==> src/hdl/msg_pkg.sv <==
`default_nettype none

package msg_pkg;

  // Field widths
  localparam int CoordW   = 16;
  localparam int SizeW    = 15;
  localparam int ShapeW   = 3;
  localparam int CfgIdxW  = 4;
  localparam int CfgDataW = 15;

  // Register indexes
  localparam logic [CfgIdxW-1:0] REG_SHAPE = CfgIdxW'(0);
  localparam logic [CfgIdxW-1:0] REG_SIZE  = CfgIdxW'(1);

  // Register reset values
  localparam logic [ShapeW-1:0] ShapeRst = ShapeW'(1);
  localparam logic [SizeW-1:0]  SizeRst  = SizeW'(7);

  // Shape codes
  localparam logic [ShapeW-1:0] SHAPE_DOT     = 3'd1;
  localparam logic [ShapeW-1:0] SHAPE_PLUS    = 3'd2;
  localparam logic [ShapeW-1:0] SHAPE_STAR    = 3'd3;
  localparam logic [ShapeW-1:0] SHAPE_SQUARE  = 3'd4;
  localparam logic [ShapeW-1:0] SHAPE_CROSS   = 3'd5;
  localparam logic [ShapeW-1:0] SHAPE_DIAMOND = 3'd6;

  // Queue between front and back end
  localparam int QDepth = 2;
  localparam int QPtrW  = 1;
  localparam int QCntW  = 2;

  // Hold-off count loaded on reset and on every size write
  localparam logic [1:0] ScaleLat = 2'd3;

  // Largest offset magnitude in the shape ROM
  localparam int MaxMag = 4;

  typedef logic signed [3:0] offs_t;

  typedef struct packed {
    offs_t sx;
    offs_t sy;
    offs_t ex;
    offs_t ey;
  } seg_offs_t;

  // scale * 0 .. scale * MaxMag
  typedef logic [MaxMag:0][CoordW-1:0] scale_tbl_t;

  // One queued marker
  typedef struct packed {
    logic signed [CoordW-1:0] cx;
    logic signed [CoordW-1:0] cy;
    logic                     fin;
    logic [ShapeW-1:0]        shape;
    logic [1:0]               last_seg;
  } msg_entry_t;

  function automatic seg_offs_t mk(input int a, input int b, input int c, input int d);
    seg_offs_t r;
    r.sx = offs_t'(a);
    r.sy = offs_t'(b);
    r.ex = offs_t'(c);
    r.ey = offs_t'(d);
    return r;
  endfunction

  // Offset ROM, shape code must already be one of the six shapes
  function automatic seg_offs_t seg_rom(input logic [ShapeW-1:0] shape,
                                        input logic [1:0] seg);
    seg_offs_t r;
    r = mk(0, 0, 0, 0);
    unique case (shape)
      SHAPE_PLUS: begin
        case (seg)
          2'd0:    r = mk(0, -3, 0, 3);
          2'd1:    r = mk(-4, 0, 4, 0);
          default: r = mk(0, 0, 0, 0);
        endcase
      end
      SHAPE_STAR: begin
        case (seg)
          2'd0:    r = mk(0, -3, 0, 3);
          2'd1:    r = mk(3, 2, -3, -2);
          2'd2:    r = mk(3, -2, -3, 2);
          default: r = mk(0, 0, 0, 0);
        endcase
      end
      SHAPE_SQUARE: begin
        case (seg)
          2'd0:    r = mk(-4, -3, 4, -3);
          2'd1:    r = mk(4, -3, 4, 3);
          2'd2:    r = mk(4, 3, -4, 3);
          default: r = mk(-4, 3, -4, -3);
        endcase
      end
      SHAPE_CROSS: begin
        case (seg)
          2'd0:    r = mk(-4, -3, 4, 3);
          2'd1:    r = mk(-4, 3, 4, -3);
          default: r = mk(0, 0, 0, 0);
        endcase
      end
      SHAPE_DIAMOND: begin
        case (seg)
          2'd0:    r = mk(-4, 0, 0, -3);
          2'd1:    r = mk(0, -3, 4, 0);
          2'd2:    r = mk(4, 0, 0, 3);
          default: r = mk(0, 3, -4, 0);
        endcase
      end
      default: r = mk(0, 0, 0, 0);
    endcase
    return r;
  endfunction

  // Index of the final segment for each shape
  function automatic logic [1:0] seg_last(input logic [ShapeW-1:0] shape);
    logic [1:0] n;
    unique case (shape)
      SHAPE_PLUS:    n = 2'd1;
      SHAPE_STAR:    n = 2'd2;
      SHAPE_SQUARE:  n = 2'd3;
      SHAPE_CROSS:   n = 2'd1;
      SHAPE_DIAMOND: n = 2'd3;
      default:       n = 2'd0;
    endcase
    return n;
  endfunction

endpackage

`default_nettype wire

==> src/hdl/msg_scale.sv <==
`default_nettype none

// Turns marker_size into round(size / UnitHeight), at least 1, and its
// small multiples. Three register stages; reciprocal multiply, then one
// correction step.
module msg_scale #(
  parameter int UnitHeight = 7
) (
  input  wire                          clk_i,
  input  wire  [msg_pkg::SizeW-1:0]    size_i,
  output msg_pkg::scale_tbl_t          tbl_o
);
  import msg_pkg::*;

  localparam int NW = CoordW;
  localparam int DW = $clog2(UnitHeight + 1);
  localparam int SH = NW + DW;
  localparam logic [SH:0]   Recip = (SH + 1)'((64'd1 << SH) / UnitHeight);
  localparam logic [NW-1:0] Half  = NW'(UnitHeight / 2);
  localparam logic [NW-1:0] Div   = NW'(UnitHeight);

  logic [NW-1:0]    num;
  logic [NW+SH:0]   prod;
  logic [NW-1:0]    n_q, q0_q;
  logic [NW+DW-1:0] back_mul;
  logic [NW-1:0]    rem;
  logic [NW-1:0]    quot;
  logic [NW-1:0]    scale_d, scale_q;
  scale_tbl_t       tbl_d, tbl_q;

  // stage 1: estimate, low by at most one
  assign num  = NW'(size_i) + Half;
  assign prod = (NW + SH + 1)'(num) * (NW + SH + 1)'(Recip);

  // stage 2: fix the estimate, floor at 1
  assign back_mul = (NW + DW)'(q0_q) * (NW + DW)'(UnitHeight);
  assign rem      = n_q - back_mul[NW-1:0];
  assign quot     = (rem >= Div) ? q0_q + NW'(1) : q0_q;
  assign scale_d  = (quot == '0) ? NW'(1) : quot;

  // stage 3: multiples by shifts and adds
  always_comb begin
    tbl_d[0] = '0;
    tbl_d[1] = scale_q;
    tbl_d[2] = scale_q << 1;
    tbl_d[3] = (scale_q << 1) + scale_q;
    tbl_d[4] = scale_q << 2;
  end

  always_ff @(posedge clk_i) begin
    n_q     <= num;
    q0_q    <= prod[SH +: NW];
    scale_q <= scale_d;
    tbl_q   <= tbl_d;
  end

  assign tbl_o = tbl_q;

endmodule

`default_nettype wire

==> src/hdl/msg_fifo.sv <==
`default_nettype none

// Two-entry queue between front and back end.
module msg_fifo (
  input  wire                       clk_i,
  input  wire                       rst_ni,
  input  wire                       push_i,
  input  wire msg_pkg::msg_entry_t  entry_i,
  output logic                      full_o,
  input  wire                       pop_i,
  output logic                      valid_o,
  output msg_pkg::msg_entry_t       entry_o
);
  import msg_pkg::*;

  msg_entry_t       mem_q [QDepth];
  logic [QPtrW-1:0] wr_q, rd_q;
  logic [QCntW-1:0] cnt_q, cnt_d;

  assign full_o  = (cnt_q == QCntW'(QDepth));
  assign valid_o = (cnt_q != '0);
  assign entry_o = mem_q[rd_q];

  always_comb begin
    cnt_d = cnt_q;
    if (push_i && !pop_i) begin
      cnt_d = cnt_q + QCntW'(1);
    end else if (pop_i && !push_i) begin
      cnt_d = cnt_q - QCntW'(1);
    end
  end

  // pointers and fill count
  always_ff @(posedge clk_i or negedge rst_ni) begin
    if (!rst_ni) begin
      wr_q  <= '0;
      rd_q  <= '0;
      cnt_q <= '0;
    end else begin
      cnt_q <= cnt_d;
      if (push_i) begin
        wr_q <= wr_q + QPtrW'(1);
      end
      if (pop_i) begin
        rd_q <= rd_q + QPtrW'(1);
      end
    end
  end

  // storage
  always_ff @(posedge clk_i) begin
    if (push_i) begin
      mem_q[wr_q] <= entry_i;
    end
  end

endmodule

`default_nettype wire

==> src/hdl/msg_front.sv <==
`default_nettype none

// Accepts center-point beats, resolves the shape and its segment count,
// and queues them. Holds off input while the scale settles.
module msg_front (
  input  wire                           clk_i,
  input  wire                           rst_ni,
  input  wire                           in_valid_i,
  output logic                          in_ready_o,
  input  wire signed [msg_pkg::CoordW-1:0] center_x_i,
  input  wire signed [msg_pkg::CoordW-1:0] center_y_i,
  input  wire                           final_point_i,
  input  wire  [msg_pkg::ShapeW-1:0]    shape_i,
  input  wire                           size_wr_i,
  input  wire                           q_full_i,
  output logic                          push_o,
  output msg_pkg::msg_entry_t           entry_o
);
  import msg_pkg::*;

  logic [1:0]        settle_q;
  logic [ShapeW-1:0] shape;

  // unknown codes fall back to the dot
  always_comb begin
    shape = shape_i;
    if (shape_i < SHAPE_DOT || shape_i > SHAPE_DIAMOND) begin
      shape = SHAPE_DOT;
    end
  end

  assign in_ready_o = !q_full_i && (settle_q == '0);
  assign push_o     = in_valid_i && in_ready_o;

  always_comb begin
    entry_o.cx       = center_x_i;
    entry_o.cy       = center_y_i;
    entry_o.fin      = final_point_i;
    entry_o.shape    = shape;
    entry_o.last_seg = seg_last(shape);
  end

  // settle counter, restarted by reset and by a size write
  always_ff @(posedge clk_i or negedge rst_ni) begin
    if (!rst_ni) begin
      settle_q <= ScaleLat;
    end else if (size_wr_i) begin
      settle_q <= ScaleLat;
    end else if (settle_q != '0) begin
      settle_q <= settle_q - 2'd1;
    end
  end

endmodule

`default_nettype wire

==> src/hdl/msg_back.sv <==
`default_nettype none

// Walks the queued marker's segments into the output register, one
// per cycle while the output is not stalled.
module msg_back (
  input  wire                           clk_i,
  input  wire                           rst_ni,
  input  wire                           q_valid_i,
  input  wire msg_pkg::msg_entry_t      q_entry_i,
  input  wire msg_pkg::scale_tbl_t      tbl_i,
  output logic                          pop_o,
  output logic                          out_valid_o,
  input  wire                           out_ready_i,
  output logic signed [msg_pkg::CoordW-1:0] start_x_o,
  output logic signed [msg_pkg::CoordW-1:0] start_y_o,
  output logic signed [msg_pkg::CoordW-1:0] end_x_o,
  output logic signed [msg_pkg::CoordW-1:0] end_y_o,
  output logic                          last_segment_o,
  output logic                          last_of_request_o
);
  import msg_pkg::*;

  logic [1:0]        seg_q;
  logic              adv, fire, last;
  seg_offs_t         offs;
  logic              out_valid_q;
  logic [CoordW-1:0] sx_q, sy_q, ex_q, ey_q;
  logic              lseg_q, lreq_q;

  // centre plus scale times a small signed offset, wrapping
  function automatic logic [CoordW-1:0] place(input logic [CoordW-1:0] c,
                                              input offs_t off,
                                              input scale_tbl_t tbl);
    logic [3:0]        neg;
    logic [2:0]        mag;
    logic [CoordW-1:0] v;
    neg = -off;
    mag = off[3] ? neg[2:0] : off[2:0];
    v   = tbl[mag];
    return off[3] ? c - v : c + v;
  endfunction

  assign adv   = !out_valid_q || out_ready_i;
  assign fire  = q_valid_i && adv;
  assign last  = (seg_q == q_entry_i.last_seg);
  assign pop_o = fire && last;
  assign offs  = seg_rom(q_entry_i.shape, seg_q);

  // segment counter and output valid
  always_ff @(posedge clk_i or negedge rst_ni) begin
    if (!rst_ni) begin
      seg_q       <= '0;
      out_valid_q <= 1'b0;
    end else begin
      if (adv) begin
        out_valid_q <= q_valid_i;
      end
      if (fire) begin
        seg_q <= last ? 2'd0 : seg_q + 2'd1;
      end
    end
  end

  // output payload
  always_ff @(posedge clk_i) begin
    if (fire) begin
      sx_q   <= place(q_entry_i.cx, offs.sx, tbl_i);
      sy_q   <= place(q_entry_i.cy, offs.sy, tbl_i);
      ex_q   <= place(q_entry_i.cx, offs.ex, tbl_i);
      ey_q   <= place(q_entry_i.cy, offs.ey, tbl_i);
      lseg_q <= last;
      lreq_q <= last && q_entry_i.fin;
    end
  end

  assign out_valid_o       = out_valid_q;
  assign start_x_o         = sx_q;
  assign start_y_o         = sy_q;
  assign end_x_o           = ex_q;
  assign end_y_o           = ey_q;
  assign last_segment_o    = lseg_q;
  assign last_of_request_o = lreq_q;

endmodule

`default_nettype wire

==> src/hdl/marker_segment_generator.sv <==
`default_nettype none

// Marker segment generator: each input beat is a marker centre; the block
// returns the line segments of the configured shape (dot 1, plus 2, star 3,
// square 4, cross 2, diamond 4 segments; shape codes 0 and 7 draw the dot)
// with every offset scaled by round(marker_size / UNIT_HEIGHT), at least 1,
// and coordinates wrapping to 16 bits. The back end fills the output
// register with one segment per cycle unless the output is stalled; a
// marker gives 1 to 4 segments and the next one follows without a gap. A
// two-entry queue keeps taking input beats while output is stalled, until
// it is full. After reset and every marker_size write the input is held
// off while the three-stage scale pipeline recomputes. Config writes are
// always accepted; write only while no marker is in flight.
module marker_segment_generator #(
  parameter int UNIT_HEIGHT = 7
) (
  input  wire                                clk_i,
  input  wire                                rst_ni,
  input  wire                                in_valid_i,
  output logic                               in_ready_o,
  input  wire signed [msg_pkg::CoordW-1:0]   center_x_i,
  input  wire signed [msg_pkg::CoordW-1:0]   center_y_i,
  input  wire                                final_point_i,
  output logic                               out_valid_o,
  input  wire                                out_ready_i,
  output logic signed [msg_pkg::CoordW-1:0]  start_x_o,
  output logic signed [msg_pkg::CoordW-1:0]  start_y_o,
  output logic signed [msg_pkg::CoordW-1:0]  end_x_o,
  output logic signed [msg_pkg::CoordW-1:0]  end_y_o,
  output logic                               last_segment_o,
  output logic                               last_of_request_o,
  input  wire                                cfg_valid_i,
  output logic                               cfg_ready_o,
  input  wire  [msg_pkg::CfgIdxW-1:0]        cfg_index_i,
  input  wire  [msg_pkg::CfgDataW-1:0]       cfg_data_i
);
  import msg_pkg::*;

  logic [ShapeW-1:0] shape_q;
  logic [SizeW-1:0]  size_q;
  logic              size_wr;
  scale_tbl_t        tbl;
  logic              push, q_full, q_valid, pop;
  msg_entry_t        push_entry, head_entry;

  // config registers
  assign cfg_ready_o = 1'b1;
  assign size_wr     = cfg_valid_i && (cfg_index_i == REG_SIZE);

  always_ff @(posedge clk_i or negedge rst_ni) begin
    if (!rst_ni) begin
      shape_q <= ShapeRst;
      size_q  <= SizeRst;
    end else if (cfg_valid_i) begin
      if (cfg_index_i == REG_SHAPE) begin
        shape_q <= cfg_data_i[ShapeW-1:0];
      end
      if (size_wr) begin
        size_q <= cfg_data_i[SizeW-1:0];
      end
    end
  end

  msg_scale #(
    .UnitHeight (UNIT_HEIGHT)
  ) u_scale (
    .clk_i  (clk_i),
    .size_i (size_q),
    .tbl_o  (tbl)
  );

  msg_front u_front (
    .clk_i         (clk_i),
    .rst_ni        (rst_ni),
    .in_valid_i    (in_valid_i),
    .in_ready_o    (in_ready_o),
    .center_x_i    (center_x_i),
    .center_y_i    (center_y_i),
    .final_point_i (final_point_i),
    .shape_i       (shape_q),
    .size_wr_i     (size_wr),
    .q_full_i      (q_full),
    .push_o        (push),
    .entry_o       (push_entry)
  );

  msg_fifo u_fifo (
    .clk_i   (clk_i),
    .rst_ni  (rst_ni),
    .push_i  (push),
    .entry_i (push_entry),
    .full_o  (q_full),
    .pop_i   (pop),
    .valid_o (q_valid),
    .entry_o (head_entry)
  );

  msg_back u_back (
    .clk_i             (clk_i),
    .rst_ni            (rst_ni),
    .q_valid_i         (q_valid),
    .q_entry_i         (head_entry),
    .tbl_i             (tbl),
    .pop_o             (pop),
    .out_valid_o       (out_valid_o),
    .out_ready_i       (out_ready_i),
    .start_x_o         (start_x_o),
    .start_y_o         (start_y_o),
    .end_x_o           (end_x_o),
    .end_y_o           (end_y_o),
    .last_segment_o    (last_segment_o),
    .last_of_request_o (last_of_request_o)
  );

endmodule

`default_nettype wire

==> config.mk <==
export PLATFORM = sky130hd
export DESIGN_NAME = marker_segment_generator
export DESIGN_NICKNAME = d
export VERILOG_FILES = /design/src/hdl/msg_pkg.sv /design/src/hdl/msg_scale.sv /design/src/hdl/msg_fifo.sv /design/src/hdl/msg_front.sv /design/src/hdl/msg_back.sv /design/src/hdl/marker_segment_generator.sv
export SDC_FILE = /design/constraint.sdc
export NUM_CORES = 1
export LEC_CHECK = 0
export ABC_CLOCK_PERIOD_IN_PS = 6100
export BUFFER_PORTS_ARGS = -buffer_cell sky130_fd_sc_hd__buf_2
export CORE_MARGIN = 1
export CORE_UTILIZATION = 40
export CTS_BUF_LIST = sky130_fd_sc_hd__clkbuf_8
export DETAILED_ROUTE_END_ITERATION = 16
export SYNTH_ARGS = -nofsm -noshare
export SYNTH_HDL_FRONTEND = slang
export SYNTH_SLANG_ARGS = --single-unit
==> constraint.sdc <==
create_clock -name clk_i -period 6.1 [get_ports clk_i]
set_input_delay 0.915 -clock clk_i [delete_from_list [all_inputs] [get_ports clk_i]]
set_output_delay 0.915 -clock clk_i [all_outputs]
set_load 0.1 [all_outputs]
# After elaboration in Yosys (flattened, before gate mapping)
# Memory sizes are Yosys's and may differ from the RTL's.
# Cells that the tools add are included.
# totals
mem_bits_rw,76
mem_count,1
elab_cells,126
input_bits,57
regBits,200
output_inout_bits,69
# memory_table
name,depth,width,read_ports,rd_ports_with_merged_regs,write_ports,line_no,source
u_fifo.mem_q,2,38,1,0,1,msg_fifo.sv:16,msg_entry_t mem_q [QDepth];
# op_classes
mul,2
eq_ne,15
reduce_logical,26
n_addsub,22
muxes,32
n_lt_le_gt_ge,7
# op_table
operator,count
16-bit binary-select mux with 3-bit select,4
16-bit two-way mux,9
16-bit case mux with 3 select lines,2
16-bit adder,5
16-bit case mux with 5 select lines,1
16-bit subtractor,5
16-bit case mux with 2 select lines,2
14-bit case mux with 3 select lines,1
16-bit by 16-bit multiplier with 32-bit output (second input constant),1
3-bit == test (second input constant),6
15-bit by 2-bit adder with 16-bit output (second input constant),1
16-bit by 3-bit >= comparator with 1-bit output (second input constant),1
16-bit zero test,1
3-bit by 4-bit less-than comparator with 1-bit output (second input constant),4
14-bit by 3-bit multiplier with 16-bit output (second input constant),1
14-bit by 1-bit adder with 15-bit output (second input constant),1
3-bit two-way mux,5
3-bit by 2-bit == test with 1-bit output (second input constant),4
3-bit negation,4
2-bit two-way mux,5
1-bit logical AND,8
2-bit nonzero test,4
2-bit case mux with 3 select lines,1
2-bit by 1-bit adder with 2-bit output (second input constant),2
other kinds (15),26

# Logic depth before layout (Yosys ltp)
# depth
ltp_word,9
mapped_depth,33
mapped_depth_nobuf,29

# Modules after synthesis
# A second synthesis with hierarchy kept.
# unflattened
cells_unflattened,2094
hier_area_um2,20414.6
# by_module_without_submodules
mod,area_each_um2,seq_area_each_um2,instances,cells_each
msg_back,8454.4,2057.0,1,1028
msg_scale,7810.0,1501.4,1,838
msg_fifo,2977.9,2382.3,1,134
marker_segment_generator,760.7,455.4,1,43
msg_front,411.6,52.6,1,51

# Worst setup path before layout
# OpenSTA, ideal clock, no wires.
# synth_path
kind,reg-to-reg
start,register size_q[0]
end,register u_scale.q0_q[13]
setup_time_ns,0.072
path_stages_with_launch,30
synth_period_minus_slack_ns,6.289
required_time_ns,6.028
n_path_buf,0
setup_slack_ns,-0.189
t_arrival_ns,6.217
path_cell_list,dfstp_2 -> inv_1 -> ha_1 -> nor2_1 -> and3_1 -> and3_1 -> and2_1 -> nand2_1 -> xnor2_1 -> ha_1 -> ha_1 -> inv_1 -> fa_1 -> inv_1 -> fa_1 -> inv_1 -> fa_1 -> inv_1 -> ha_1 -> a21o_1 -> a21o_1 -> a21oi_1 -> a2bb2oi_1 -> o21ai_0 -> a211o_1 -> nand2_1 -> nand4b_1 -> a31oi_1 -> a21oi_1 -> xnor2_1
# synth_between
elab_chain_cells,2
# synth_lines
item,line_no,source
from (decl),marker_segment_generator.sv:40,logic [SizeW-1:0] size_q;
from (signal assigned),marker_segment_generator.sv:53,size_q <= SizeRst;
from (signal assigned),marker_segment_generator.sv:59,size_q <= cfg_data_i[SizeW-1:0];
15-bit by 2-bit adder with 16-bit output,msg_scale.sv:32,assign num = NW'(size_i) + Half;
named net u_scale.num[0],msg_scale.sv:22,logic [NW-1:0] num;
16-bit by 16-bit multiplier with 32-bit output,msg_scale.sv:33,assign prod = (NW + SH + 1)'(num) * (NW + SH + 1)'(Recip);
named net u_scale.prod[32],msg_scale.sv:23,logic [NW+SH:0] prod;
to (signal assigned),msg_scale.sv:52,q0_q <= prod[SH +: NW];
to (decl),msg_scale.sv:24,"logic [NW-1:0] n_q, q0_q;"
# The timed path passes the listed nets, and every way through them passes these cells.
# A chain may end at the register's enable or synchronous reset.

# Worst setup path in the final report
# layout_path
start,register size_q[1]
end,register u_scale.q0_q[6]
# The elaborated chain is that of the path after synthesis.

==> metrics.yaml <==
crit_path_end_kind: "register"
met1_usage_pct: 23.03
worstPathArrival_ns: 6.40
gp_congestion: 0.9357
drcViolationCount: 0
drv_slew: 0
use_met3_pct: 2.633
clkTransAtPathRegs_ns: 0.06
start_util_pct: 40.49
outcome: "finished clean"
fmax_mhz: 170.0
clk_latency_ns: 0.63
gr-max-usage-layer: "met2"
antenna_found_initial: 1
grtUsageTotal_pct: 19.80
fp.dieW_um: 218.9
worst-setup-path-type: "register to register"
ys_seq_area_share_pct: 34.28
firstDrtPassIters: 6
cts_tree: "yes"
area_delta_synth_final_pct: 17.62
ys.flop_type: "edfxtp_1"
hold_viol: 0
yosys_warnings: 0
cts_buffer_depth: 3
fin_cells: 2733
grt_pass1_vias: 14570
min_period_over_period_pct: 96.42
drive_above_1_share_pct: 21.55
clock-root-buffer: "clkbuf_8"
setup-tns-final_ns: 0
slew_headroom_pct: 26.90
nets: 2436
r2r_cells: 29
timing.rr.end: "u_scale.q0_q[6]$_DFF_P_"
cpPeakStageDelay_ns: 0.54
drt-initial-drc-count: 860
syn_inst: 1870
finalSetupViolations: 0
vias: 14350
synth.cell_area_sq_mm: 0.01881
drv_cap: 0
cpMaxStageDelayCell: "dfstp_2"
r2r_start: "size_q[1]$_DFFE_PN1P_"
die-area_sq_mm: 0.04790
post_drt_wl_per_cell_um: 17.18
design.portCount: 126
fill_cells: 4288
min_period_ns: 5.882
async_flop_share_pct: 11.07
rsz0062_at_grt: "yes"
place_hpwl_mm: 36.82
htree_num_levels: 2
hp-class: "input pin to asynchronous set/reset pin"
die_height_um: 218.9
grt_pass1_wl_mm: 75.29
skew_ns: 0.04937
ys_ff_latch: 244
coreArea_sq_mm: 0.04646
postRouteAntennaNets: 0
grt_overflow: 0
grt_max_degree: 65
clock-sinks: 244
crit_path_frequent_cell: "a21o_1"
post-place-ws_ns: -0.1247
worst_pin_slew_ns: 1.096
grt.met2_usage_pct: 36.74
placementRows: 79
synth_cell_types: 92
avgSynthCellArea_sq_um: 10.06
synth_nets: 2216
fin_ws_ns: 0.2182
cp_data_required_time_ns: 6.61
synth_edf_count: 142
critPathLaunchType: "register"
cp_max_fo: 3
drt-total-wl_mm: 46.96
avgViaCountPerCell: 5.251
cts_buffers: 44
r2r_slack_ns: 0.22
dp.cells: 2639
portBuffers: 124
## synthesized netlist by cell type, drive strengths merged, types with 6 or more instances
library cell / instances / area (sq um)
xor2: 44 / 385.4
or2: 7 / 43.80
xnor2: 130 / 1139
dfxtp: 75 / 1501
dfstp: 6 / 157.7
a21boi: 14 / 105.1
nand3: 35 / 180.2
nor4: 11 / 75.07
or3: 6 / 37.54
o21bai: 14 / 105.1
a222oi: 7 / 70.07
a22oi: 18 / 135.1
and3: 21 / 131.4
a22o: 6 / 52.55
o221ai: 9 / 78.83
dfrtp: 21 / 525.5
o41ai: 6 / 52.55
a41oi: 6 / 52.55
o21ai: 100 / 508.0
fa: 67 / 1341
ha: 222 / 2778
a31oi: 18 / 140.1
and2: 8 / 50.05
clkbuf: 30 / 112.6
a21o: 23 / 172.7
nor3: 36 / 207.7
nor2: 99 / 374.1
nand2b: 10 / 62.56
buf: 17 / 121.4
a211oi: 10 / 80.07
mux2i: 28 / 317.8
edfxtp: 142 / 4264
nor2b: 14 / 87.58
nand2: 121 / 456.7
o21a: 15 / 115.1
nand4: 14 / 87.58
a21oi: 97 / 485.5
mux2: 56 / 645.6
a31o: 9 / 78.83
inv: 224 / 840.8
o211ai: 8 / 60.06
a2111o: 6 / 67.56
## area by class of cell
class,instances,area (sq um),share of cell area (%)
flip-flops and latches,244,6452,29.17
multi-input cells,1355,11690,52.83
clock inverters,30,305.3,1.380
diodes,1,2.502,0.01131
inverters,224,840.8,3.800
well taps,607,759.5,3.433
clock buffers,51,701.9,3.173
repair buffers,221,1373,6.204
## through the flow
step / cell area (sq um) / util [%] / hold slack, ns
after floorplan: 18830 / - / 0.3368
after global placement: 20630 / 44.41 / 0.3751
after detailed placement: 20630 / 44.41 / 0.3755
after CTS: 21710 / 46.74 / 0.3201
after global routing: 22120 / 47.62 / 0.3626
final: 22120 / 47.62 / 0.3511
## registers in the layout, summed over array words and instances, names as in the netlist, 2 cells and up
name / count
u_scale.n_q: 16
size_q: 15
u_back.end_y_o: 16
shape_q: 3
u_back.end_x_o: 16
u_scale.q0_q: 14
u_fifo.mem_q: 76
u_front.settle_q: 2
u_back.start_x_o: 16
u_back.seg_q: 2
u_scale.scale_q: 15
u_back.start_y_o: 16
u_fifo.cnt_q: 2
u_scale.tbl_o: 30
## cell families after synthesis
logic type,Yosys count,share of synthesized area (%)
AO/OA/AOI/OAI,413,14.75
AND/OR/NAND/NOR,394,10.11
adder cells (fa/ha/maj),289,21.90
buffers and inverters,271,5.714
flip-flops,244,34.28
XOR/XNOR,174,8.102
multiplexers,84,5.122
other,1,0.01994
## worst max-delay path: cells and delay by family (launching register included)
kind                     cells  cell delay (ns)
adder cells (fa/ha/maj)      7             2.35
AO/OA/AOI/OAI                9             1.53
AND/OR/NAND/NOR              4             0.55
flip-flops                   1             0.54
buffers and inverters        7             0.52
XOR/XNOR                     2             0.31
## per-layer routing
metal  part of all wire, %  vias up  wire length, um
li1                      -     7098                -
met1                    42     6834            19670
met5                     0        -                0
met2                    51      328            23910
met3                   4.0       91             1889
met4                   3.2        0             1491
## worst max-delay path by stage
stage,startpoint,end,slack [ns]
2_1_floorplan,size_q[0]$_DFFE_PN1P_,u_scale.q0_q[13]$_DFF_P_,0.01
4_1_cts,size_q[0]$_DFFE_PN1P_,u_scale.q0_q[13]$_DFF_P_,0.005
5_1_grt,size_q[1]$_DFFE_PN1P_,u_scale.q0_q[11]$_DFF_P_,-0.13
3_3_place_gp,size_q[0]$_DFFE_PN1P_,u_scale.q0_q[13]$_DFF_P_,-0.05
3_5_place_dp,size_q[0]$_DFFE_PN1P_,u_scale.q0_q[13]$_DFF_P_,-0.12
6_report,size_q[1]$_DFFE_PN1P_,u_scale.q0_q[6]$_DFF_P_,0.22
## layout by cell type (no fill, tap or decap), drive strengths merged, types with 21 or more instances in the layout
cell type  netlist  layout
fa              67      67
mux2i           28      28
dfxtp           75      75
nor3            36      36
mux2            56      56
o21ai          100     100
inv            224     234
edfxtp         142     142
and3            21      21
buf             17     221
xnor2          130     130
ha             222     222
nor2            99      99
dfrtp           21      21
a21oi           97      97
clkbuf          30      51
nand3           35      35
xor2            44      44
nand2          121     121
a21o            23      23
## what timing repair did
action                                  CTS  global route
pin swaps                                12            33
hold buffers                              0             0
setup buffers                             1            11
endpoints found under the setup margin    7            15
resized for setup                        13            62
Power is left out: the tool's default activity adds up to more than one toggle a clock period on the data nets, which glitch-free logic cannot reach.
